`config.mk`:
```
export PLATFORM = sky130hd
export DESIGN_NAME = utf8_control_char_escaper
export DESIGN_NICKNAME = d
export VERILOG_FILES = /design/src/rtl/u8esc_pkg.sv /design/src/rtl/u8esc_decode.sv /design/src/rtl/u8esc_emit.sv /design/src/rtl/utf8_control_char_escaper.sv
export VERILOG_INCLUDE_DIRS = /design/src /design/src/rtl
export SDC_FILE = /design/constraint.sdc
export NUM_CORES = 1
export LEC_CHECK = 0
export ABC_AREA = 1
export BUFFER_PORTS_ARGS = -buffer_cell sky130_fd_sc_hd__buf_2
export CAP_MARGIN = 10
export CORE_ASPECT_RATIO = 0.8
export CORE_MARGIN = 4
export CORE_UTILIZATION = 50
export DETAILED_ROUTE_END_ITERATION = 8
export PLACE_DENSITY = 0.67
export SYNTH_ARGS = -nofsm -noshare
export SYNTH_HDL_FRONTEND = slang
export SYNTH_SLANG_ARGS = --single-unit
```
`constraint.sdc`:
```
create_clock -name i_clk -period 5.76 [get_ports i_clk]
set_input_delay 1.152 -clock i_clk [delete_from_list [all_inputs] [get_ports i_clk]]
set_output_delay 1.152 -clock i_clk [all_outputs]
set_load 0.01 [all_outputs]
```
`src/rtl/utf8_control_char_escaper_defines.svh`:
```
// Assertion macros for the escaper RTL, included by u8esc_emit.sv.
`ifndef UTF8_CONTROL_CHAR_ESCAPER_DEFINES_SVH
`define UTF8_CONTROL_CHAR_ESCAPER_DEFINES_SVH

`ifndef SYNTHESIS
// Check a property on an explicit clock and active-low reset.
`define U8ESC_ASSERT_CLK(lbl, clk, rst_n, prop, msg) \
    lbl: assert property (@(posedge clk) disable iff (!rst_n) prop) else $error(msg);
// Check a property on the module's i_clk and i_rst_n.
`define U8ESC_ASSERT(lbl, prop, msg) \
    `U8ESC_ASSERT_CLK(lbl, i_clk, i_rst_n, prop, msg)
`else
`define U8ESC_ASSERT_CLK(lbl, clk, rst_n, prop, msg)
`define U8ESC_ASSERT(lbl, prop, msg)
`endif

`endif

```
`src/rtl/u8esc_pkg.sv`:
```
// Shared types, constants and helper functions of the UTF-8 control escaper.
`default_nettype none

package u8esc_pkg;

    localparam int RUN_MAX   = 6;
    localparam int RUN_CNT_W = $clog2(RUN_MAX + 1);

    localparam logic [7:0] CH_BACKSLASH = 8'h5c;
    localparam logic [7:0] CH_LOWER_X   = 8'h78;
    localparam logic [7:0] CH_LOWER_U   = 8'h75;

    // One burst of output bytes produced by a finished sequence
    typedef struct packed {
        logic [RUN_CNT_W-1:0]    count;
        logic [RUN_MAX-1:0][7:0] bytes;
    } t_run;

    function automatic logic is_control(input logic [20:0] cp);
        return (cp <= 21'h00001f) ||
               (cp >= 21'h00007f && cp <= 21'h00009f) ||
               (cp == 21'h00061c) ||
               (cp >= 21'h00200b && cp <= 21'h00200f) ||
               (cp >= 21'h002028 && cp <= 21'h00202e) ||
               (cp >= 21'h002060 && cp <= 21'h00206f) ||
               (cp == 21'h00feff);
    endfunction

    // Lowercase hex digit in ASCII
    function automatic logic [7:0] hex_char(input logic [3:0] nib);
        return (nib < 4'd10) ? (8'h30 + {4'b0, nib}) : (8'h57 + {4'b0, nib});
    endfunction

endpackage

`default_nettype wire

```
`src/rtl/u8esc_decode.sv`:
```
// Sequence decoder: gathers code points and builds the output burst per sequence.
`default_nettype none

module u8esc_decode (
    input  wire logic           i_clk,
    input  wire logic           i_rst_n,
    input  wire logic           i_accept,
    input  wire logic [7:0]     i_byte,
    output u8esc_pkg::t_run     o_run,
    output logic                o_run_valid
);

    logic [20:0]     r_cp, n_cp;
    logic [1:0]      r_rem, n_rem;
    logic [1:0]      r_hc, n_hc;
    logic [2:0][7:0] r_held, n_held;

    logic        done;
    logic [20:0] cp_fin;
    logic [1:0]  hc_fin;

    always_comb begin
        n_cp   = r_cp;
        n_rem  = r_rem;
        n_hc   = r_hc;
        n_held = r_held;
        done   = 1'b0;
        cp_fin = r_cp;
        hc_fin = 2'd0;
        if (r_rem == 2'd0) begin
            if (!i_byte[7]) begin
                done   = 1'b1;
                cp_fin = {13'b0, i_byte};
            end else begin
                priority if (i_byte < 8'he0) begin
                    n_cp  = {16'b0, i_byte[4:0]};
                    n_rem = 2'd1;
                end else if (i_byte < 8'hf0) begin
                    n_cp  = {17'b0, i_byte[3:0]};
                    n_rem = 2'd2;
                end else begin
                    n_cp  = {18'b0, i_byte[2:0]};
                    n_rem = 2'd3;
                end
                n_held[0] = i_byte;
                n_hc      = 2'd1;
            end
        end else begin
            // any byte inside an open sequence counts as a continuation
            cp_fin = {r_cp[14:0], i_byte[5:0]};
            n_rem  = r_rem - 2'd1;
            if (r_rem == 2'd1) begin
                done   = 1'b1;
                hc_fin = r_hc;
            end else begin
                n_cp = cp_fin;
                if (r_hc != 2'd3) begin
                    for (int i = 0; i < 3; i++) begin
                        if (r_hc == 2'(i)) n_held[i] = i_byte;
                    end
                    n_hc = r_hc + 2'd1;
                end
            end
        end
        if (done) begin
            n_cp  = '0;
            n_rem = 2'd0;
            n_hc  = 2'd0;
        end
    end

    // Build the burst: escape for controls, raw bytes otherwise
    always_comb begin
        o_run       = '0;
        o_run_valid = i_accept && done;
        if (u8esc_pkg::is_control(cp_fin)) begin
            o_run.bytes[0] = u8esc_pkg::CH_BACKSLASH;
            if (cp_fin <= 21'h0000ff) begin
                o_run.count    = u8esc_pkg::RUN_CNT_W'(4);
                o_run.bytes[1] = u8esc_pkg::CH_LOWER_X;
                o_run.bytes[2] = u8esc_pkg::hex_char(cp_fin[7:4]);
                o_run.bytes[3] = u8esc_pkg::hex_char(cp_fin[3:0]);
            end else begin
                o_run.count    = u8esc_pkg::RUN_CNT_W'(6);
                o_run.bytes[1] = u8esc_pkg::CH_LOWER_U;
                o_run.bytes[2] = u8esc_pkg::hex_char(cp_fin[15:12]);
                o_run.bytes[3] = u8esc_pkg::hex_char(cp_fin[11:8]);
                o_run.bytes[4] = u8esc_pkg::hex_char(cp_fin[7:4]);
                o_run.bytes[5] = u8esc_pkg::hex_char(cp_fin[3:0]);
            end
        end else begin
            o_run.count = u8esc_pkg::RUN_CNT_W'({1'b0, hc_fin}) + u8esc_pkg::RUN_CNT_W'(1);
            for (int i = 0; i < 3; i++) begin
                if (2'(i) < hc_fin) o_run.bytes[i] = r_held[i];
            end
            for (int i = 0; i < 4; i++) begin
                if (2'(i) == hc_fin) o_run.bytes[i] = i_byte;
            end
        end
    end

    always_ff @(posedge i_clk) begin
        if (!i_rst_n) begin
            r_cp  <= '0;
            r_rem <= 2'd0;
            r_hc  <= 2'd0;
        end else if (i_accept) begin
            r_cp  <= n_cp;
            r_rem <= n_rem;
            r_hc  <= n_hc;
        end
    end

    // held bytes are only read below the held count, so no reset
    always_ff @(posedge i_clk) begin
        if (i_accept) begin
            r_held <= n_held;
        end
    end

endmodule

`default_nettype wire

```
`src/rtl/u8esc_emit.sv`:
```
// Output burst register: drains one byte per transaction and marks the last.
`default_nettype none

`include "utf8_control_char_escaper_defines.svh"

module u8esc_emit (
    input  wire logic           i_clk,
    input  wire logic           i_rst_n,
    input  wire logic           i_load,
    input  wire u8esc_pkg::t_run i_run,
    output logic                o_free,
    output logic                o_valid,
    input  wire logic           i_ready,
    output logic [7:0]          o_byte,
    output logic                o_last
);

    logic [u8esc_pkg::RUN_CNT_W-1:0]             r_cnt, n_cnt;
    logic [u8esc_pkg::RUN_MAX-1:0][7:0]          r_bytes, n_bytes;
    logic                                        take;

    assign o_valid = (r_cnt != '0);
    assign o_last  = (r_cnt == u8esc_pkg::RUN_CNT_W'(1));
    assign o_byte  = r_bytes[0];
    assign take    = o_valid && i_ready;
    // free when empty or when the final byte of the burst leaves this cycle
    assign o_free  = !o_valid || (take && o_last);

    always_comb begin
        n_cnt   = r_cnt;
        n_bytes = r_bytes;
        if (i_load) begin
            n_cnt   = i_run.count;
            n_bytes = i_run.bytes;
        end else if (take) begin
            n_cnt   = r_cnt - u8esc_pkg::RUN_CNT_W'(1);
            n_bytes = r_bytes >> 8;
        end
    end

    always_ff @(posedge i_clk) begin
        if (!i_rst_n) begin
            r_cnt <= '0;
        end else begin
            r_cnt <= n_cnt;
        end
    end

    always_ff @(posedge i_clk) begin
        r_bytes <= n_bytes;
    end

    `U8ESC_ASSERT(a_load_gives_valid, i_load |=> o_valid, "loaded burst not presented")
    `U8ESC_ASSERT(a_stall_blocks_input, (o_valid && !i_ready) |-> !o_free, "free while stalled")
    `U8ESC_ASSERT(a_last_empties, (take && o_last && !i_load) |=> !o_valid, "burst not drained")

endmodule

`default_nettype wire

```
`src/rtl/utf8_control_char_escaper.sv`:
```
// Top level of the UTF-8 terminal-control escaper.
//
// Slave channel (i_s_*): one UTF-8 byte per transaction in tdata.
// Master channel (o_m_*): one output character byte per transaction in tdata;
// tlast marks the final byte caused by one input byte.
// Each input byte is decoded as it is accepted. Lead and middle bytes of a
// multi-byte sequence produce nothing; the final byte produces a burst: the
// original 1 to 4 bytes, or a lowercase escape of 4 (\xHH) or 6 (\uHHHH) bytes
// when the code point is a terminal control (C0, DEL/C1, U+061C, U+200B-200F,
// U+2028-202E, U+2060-206F, U+FEFF).
// The first output byte appears in the cycle after the input transaction.
// Throughput: one input byte per cycle while bursts are single bytes and the
// receiver is ready; a longer burst holds the input while the one-byte output
// register drains it. A new byte is taken in the cycle the last burst byte leaves.
// Reset (synchronous, active low) drops any open sequence and queued burst.
// A stalled receiver holds the current byte and blocks the input channel.
`default_nettype none

module utf8_control_char_escaper (
    input  wire logic       i_clk,
    input  wire logic       i_rst_n,
    input  wire logic       i_s_tvalid,
    output logic            o_s_tready,
    input  wire logic [7:0] i_s_tdata,   // [7:0] in_byte
    output logic            o_m_tvalid,
    input  wire logic       i_m_tready,
    output logic [7:0]      o_m_tdata,   // [7:0] out_byte
    output logic            o_m_tlast
);

    logic            accept;
    logic            run_valid;
    u8esc_pkg::t_run run;

    // accept only when the burst register can take whatever this byte yields
    assign accept = i_s_tvalid && o_s_tready;

    u8esc_decode u_decode (
        .i_clk       (i_clk),
        .i_rst_n     (i_rst_n),
        .i_accept    (accept),
        .i_byte      (i_s_tdata),
        .o_run       (run),
        .o_run_valid (run_valid)
    );

    u8esc_emit u_emit (
        .i_clk   (i_clk),
        .i_rst_n (i_rst_n),
        .i_load  (run_valid),
        .i_run   (run),
        .o_free  (o_s_tready),
        .o_valid (o_m_tvalid),
        .i_ready (i_m_tready),
        .o_byte  (o_m_tdata),
        .o_last  (o_m_tlast)
    );

endmodule

`default_nettype wire
```
==> impl_metrics.yaml <==
flow_run:
  drv_cap: 0
clocking:
  clkTransAtPathRegs_ns: 0.06
  cts_sinks: 98
  clk_latency_ns: 0.35
  postCtsSetupBuffers: 0
  root_buffer: "clkbuf_16"
  htree_levels: 3
  cts_resized: 0
  cts_tree: "built"
  clock_path_buffers: 2
  holdBufCountCts: 0
  cts_buffers: 9
place:
  gp_congestion: 0.915
  port_buffers: 22
  place_inst: 984
  dp_hpwl_um: 11900
power:
  p_per_area_mw_per_mm2: 540
  peakVddDrop_mv: 0.307
  static-leakage-power_nw: 2.82
  p_total_w: 0.00361
global_routing:
  grt_pass1_wl_um: 26800
  grt.busiest_layer: "met2"
  grt.total_usage_pct: 23.7
  antenna_found_initial: 0
  grt_overflow: 0
  grt_use_met3_pct: 5.12
  grt_pass1_vias: 5230
  grtUsageMet1_pct: 31.2
  grt_max_degree: 40
  grtUsageMet2_pct: 38.8
setup_path:
  path_cells: "nor2_4 -> nand2_2 -> o21ai_2 -> inv_1 -> ha_1 -> nand3_1 -> nor2_1 -> nand3_1 -> nand3_1 -> nor2_1 -> nand2_2 -> nor2_8 -> nand2_4 -> inv_4 -> o211ai_1 -> nand2_1 -> nand2_1"
  arrival_ns: 4.25
  cp_top_family: "simple AND/OR/NAND/NOR gates"
  crit_type: "reg2reg"
  cp_num_buf_inv: 2
  cp-start-kind: "flip-flop"
  crit_top_cell: "nand3_1"
  max_stage_delay_ns: 0.69
  endpoint_kind: "flip-flop"
  critPathLaunch: "u_decode.r_rem[1]"
  crit_fanout: 34
  cpMaxStageDelayCell: "nor2_4"
  required_ns: 5.87
  reg2reg_from: "u_decode.r_rem[1]"
route:
  dr.pass1.iters: 5
  drtIter0Drc: 593
  ant_nets: 0
  wl_per_cell_um: 16.4
  routed_wl_um: 16400
  vias: 5470
  via_per_inst: 5.48
  drc: 0
timing:
  drv_slew: 0
  final-hold-violation-count: 0
  maxSlewHeadroom_pct: 39.2
  setup_viol: 0
  worst_pin_slew_ns: 0.912
  final.setup.tns_ns: 0
  fmax_ghz: 0.241
  skew_ns: 0.00663
  min_period_ns: 4.14
  rsz0062_at_grt: "no"
  min_period_over_period_pct: 71.9
floorplan:
  die_area_mm2: 0.0144
  die_height_um: 108
  ios: 23
  rows: 36
  core-area_mm2: 0.0123
  die_w_um: 133
  initial_core_util_pct: 51.3
cells_and_area:
  n_fill_cell: 1192
  regArea_mm2: 0.00266
  antennaDiodeCount: 0
  multi_input_area_mm2: 0.00311
  area_growth_pct: 6.44
  final_cells: 999
  drive_above_1_share_pct: 10.4
  final_nets: 862
hold_path:
  worstHoldStart: "u_decode.r_cp[0]"
  hold_class: "reg2reg"
synth:
  synthFlopType: "edfxtp_1"
  synth-edff-count: 70
  async_flop_share_pct: 0
  ys_warn_count: 0
  synth_area_mm2: 0.00628
  ys_seq_area_share_pct: 42.4
  synth_nets: 867
  synth_cells: 829
  synth_top_area_share_pct: 33.5
  ys_ff_latch: 98
  yosys.area.top_type: "edfxtp_1"
  synth_cell_types: 43
  synth_area_per_cell_um2: 7.58
  synth_area_leaders: "edfxtp_1 (33%), nand2_1 (16%), dfxtp_1 (8.9%)"
status:
  status: "complete, no violations"
-- path summary, 6_finish.rpt --
check / endpoint / slack [ns] / cells past startpoint
max reg2reg: u_emit.o_byte[2] / 1.62 / 17
max: u_emit.o_byte[2] / 1.62 / 17
min: u_decode.r_cp[6] / 0.48 / 2
min reg2reg: u_decode.r_cp[6] / 0.48 / 2
-- metal layers --
metal | wire length, um | up-vias
met5 | 0 | -
met4 | 359 | 0
met1 | 7500 | 2569
li1 | - | 2721
met3 | 948 | 30
met2 | 7610 | 150
-- tightest hold or removal path: stages, from the launching register on --
cell and delay, ns:
dfxtp_1 0.31, nand3_1 0.07, a21oi_1 0.05
-- Yosys cell counts (2+ instances only) --
cell and count:
nor2_1 80, o21a_1 4, buf_4 8, inv_1 56, clkbuf_1 14, a21oi_2 2
buf_6 8, buf_2 7, nand3b_1 3, o21ai_1 14, edfxtp_1 70, nor2_2 13
nand2_2 9, nand4_1 7, o21ai_0 56, inv_2 8, dfxtp_1 28, buf_1 5
a211oi_1 4, o211ai_1 7, inv_4 2, a21oi_1 39, a22oi_1 4, xor2_1 5
nor2_4 2, ha_1 26, nor3_1 7, nand2_1 262, nand3_1 64, o21ai_2 2
-- area by class of cell --
type / count / area share, %
Inverter: 67 / 3.84
Clock inverter: 3 / 0.973
Tap cell: 171 / 3.20
Multi-Input combinational cell: 622 / 46.5
Timing Repair Buffer: 26 / 2.10
Clock buffer: 12 / 3.54
Sequential cell: 98 / 39.8
-- per-stage QoR --
stage | util, % | setup slack, ns | area, um^2 | hold slack, ns
after floorplan | - | 2.27 | 6280 | 0.459
after global placement | 52.1 | 1.49 | 6380 | 0.472
after detailed placement | 52.1 | 1.37 | 6380 | 0.477
after CTS | 54.6 | 1.68 | 6680 | 0.480
after global routing | 54.6 | 1.18 | 6680 | 0.502
final | 54.6 | 1.62 | 6680 | 0.478
-- cells in the final DEF (no fill, tap or decap), types with 22 or more instances in the layout --
master	netlist	final
a21oi_1	39	39
buf_2	7	22
dfxtp_1	28	28
edfxtp_1	70	70
ha_1	26	26
inv_1	56	56
nand2_1	262	261
nand3_1	64	64
nor2_1	80	79
o21ai_0	56	56
-- report_power, final --
part | total, W | switching [W] | internal (W)
clock network | 0.000616 | 0.000239 | 0.000377
logic | 0.00181 | 0.00130 | 0.000505
registers | 0.00119 | 0.000101 | 0.00109
-- registers in the layout, summed over array words and instances, names as in the netlist --
register and flops:
u_decode.r_held 24, u_emit.o_byte 8, u_emit.r_bytes 38, u_decode.r_rem 2, u_decode.r_cp 21, u_emit.r_cnt 3, u_decode.r_hc 2
-- logic make-up (layout without fill, tap and decap cells) --
family | count (synthesis) | after routing | share of synthesized area (%)
and+or+nand+nor | 453 | 453 | 31.1
AOI/OAI and AO/OA | 138 | 138 | 12.5
buffers and inverters | 109 | 108 | 8.17
adders and majority gates | 26 | 26 | 5.18
xor gates and xnor gates | 5 | 5 | 0.697
DFF | 98 | 98 | 42.4
(Power assumes the default switching activity.)
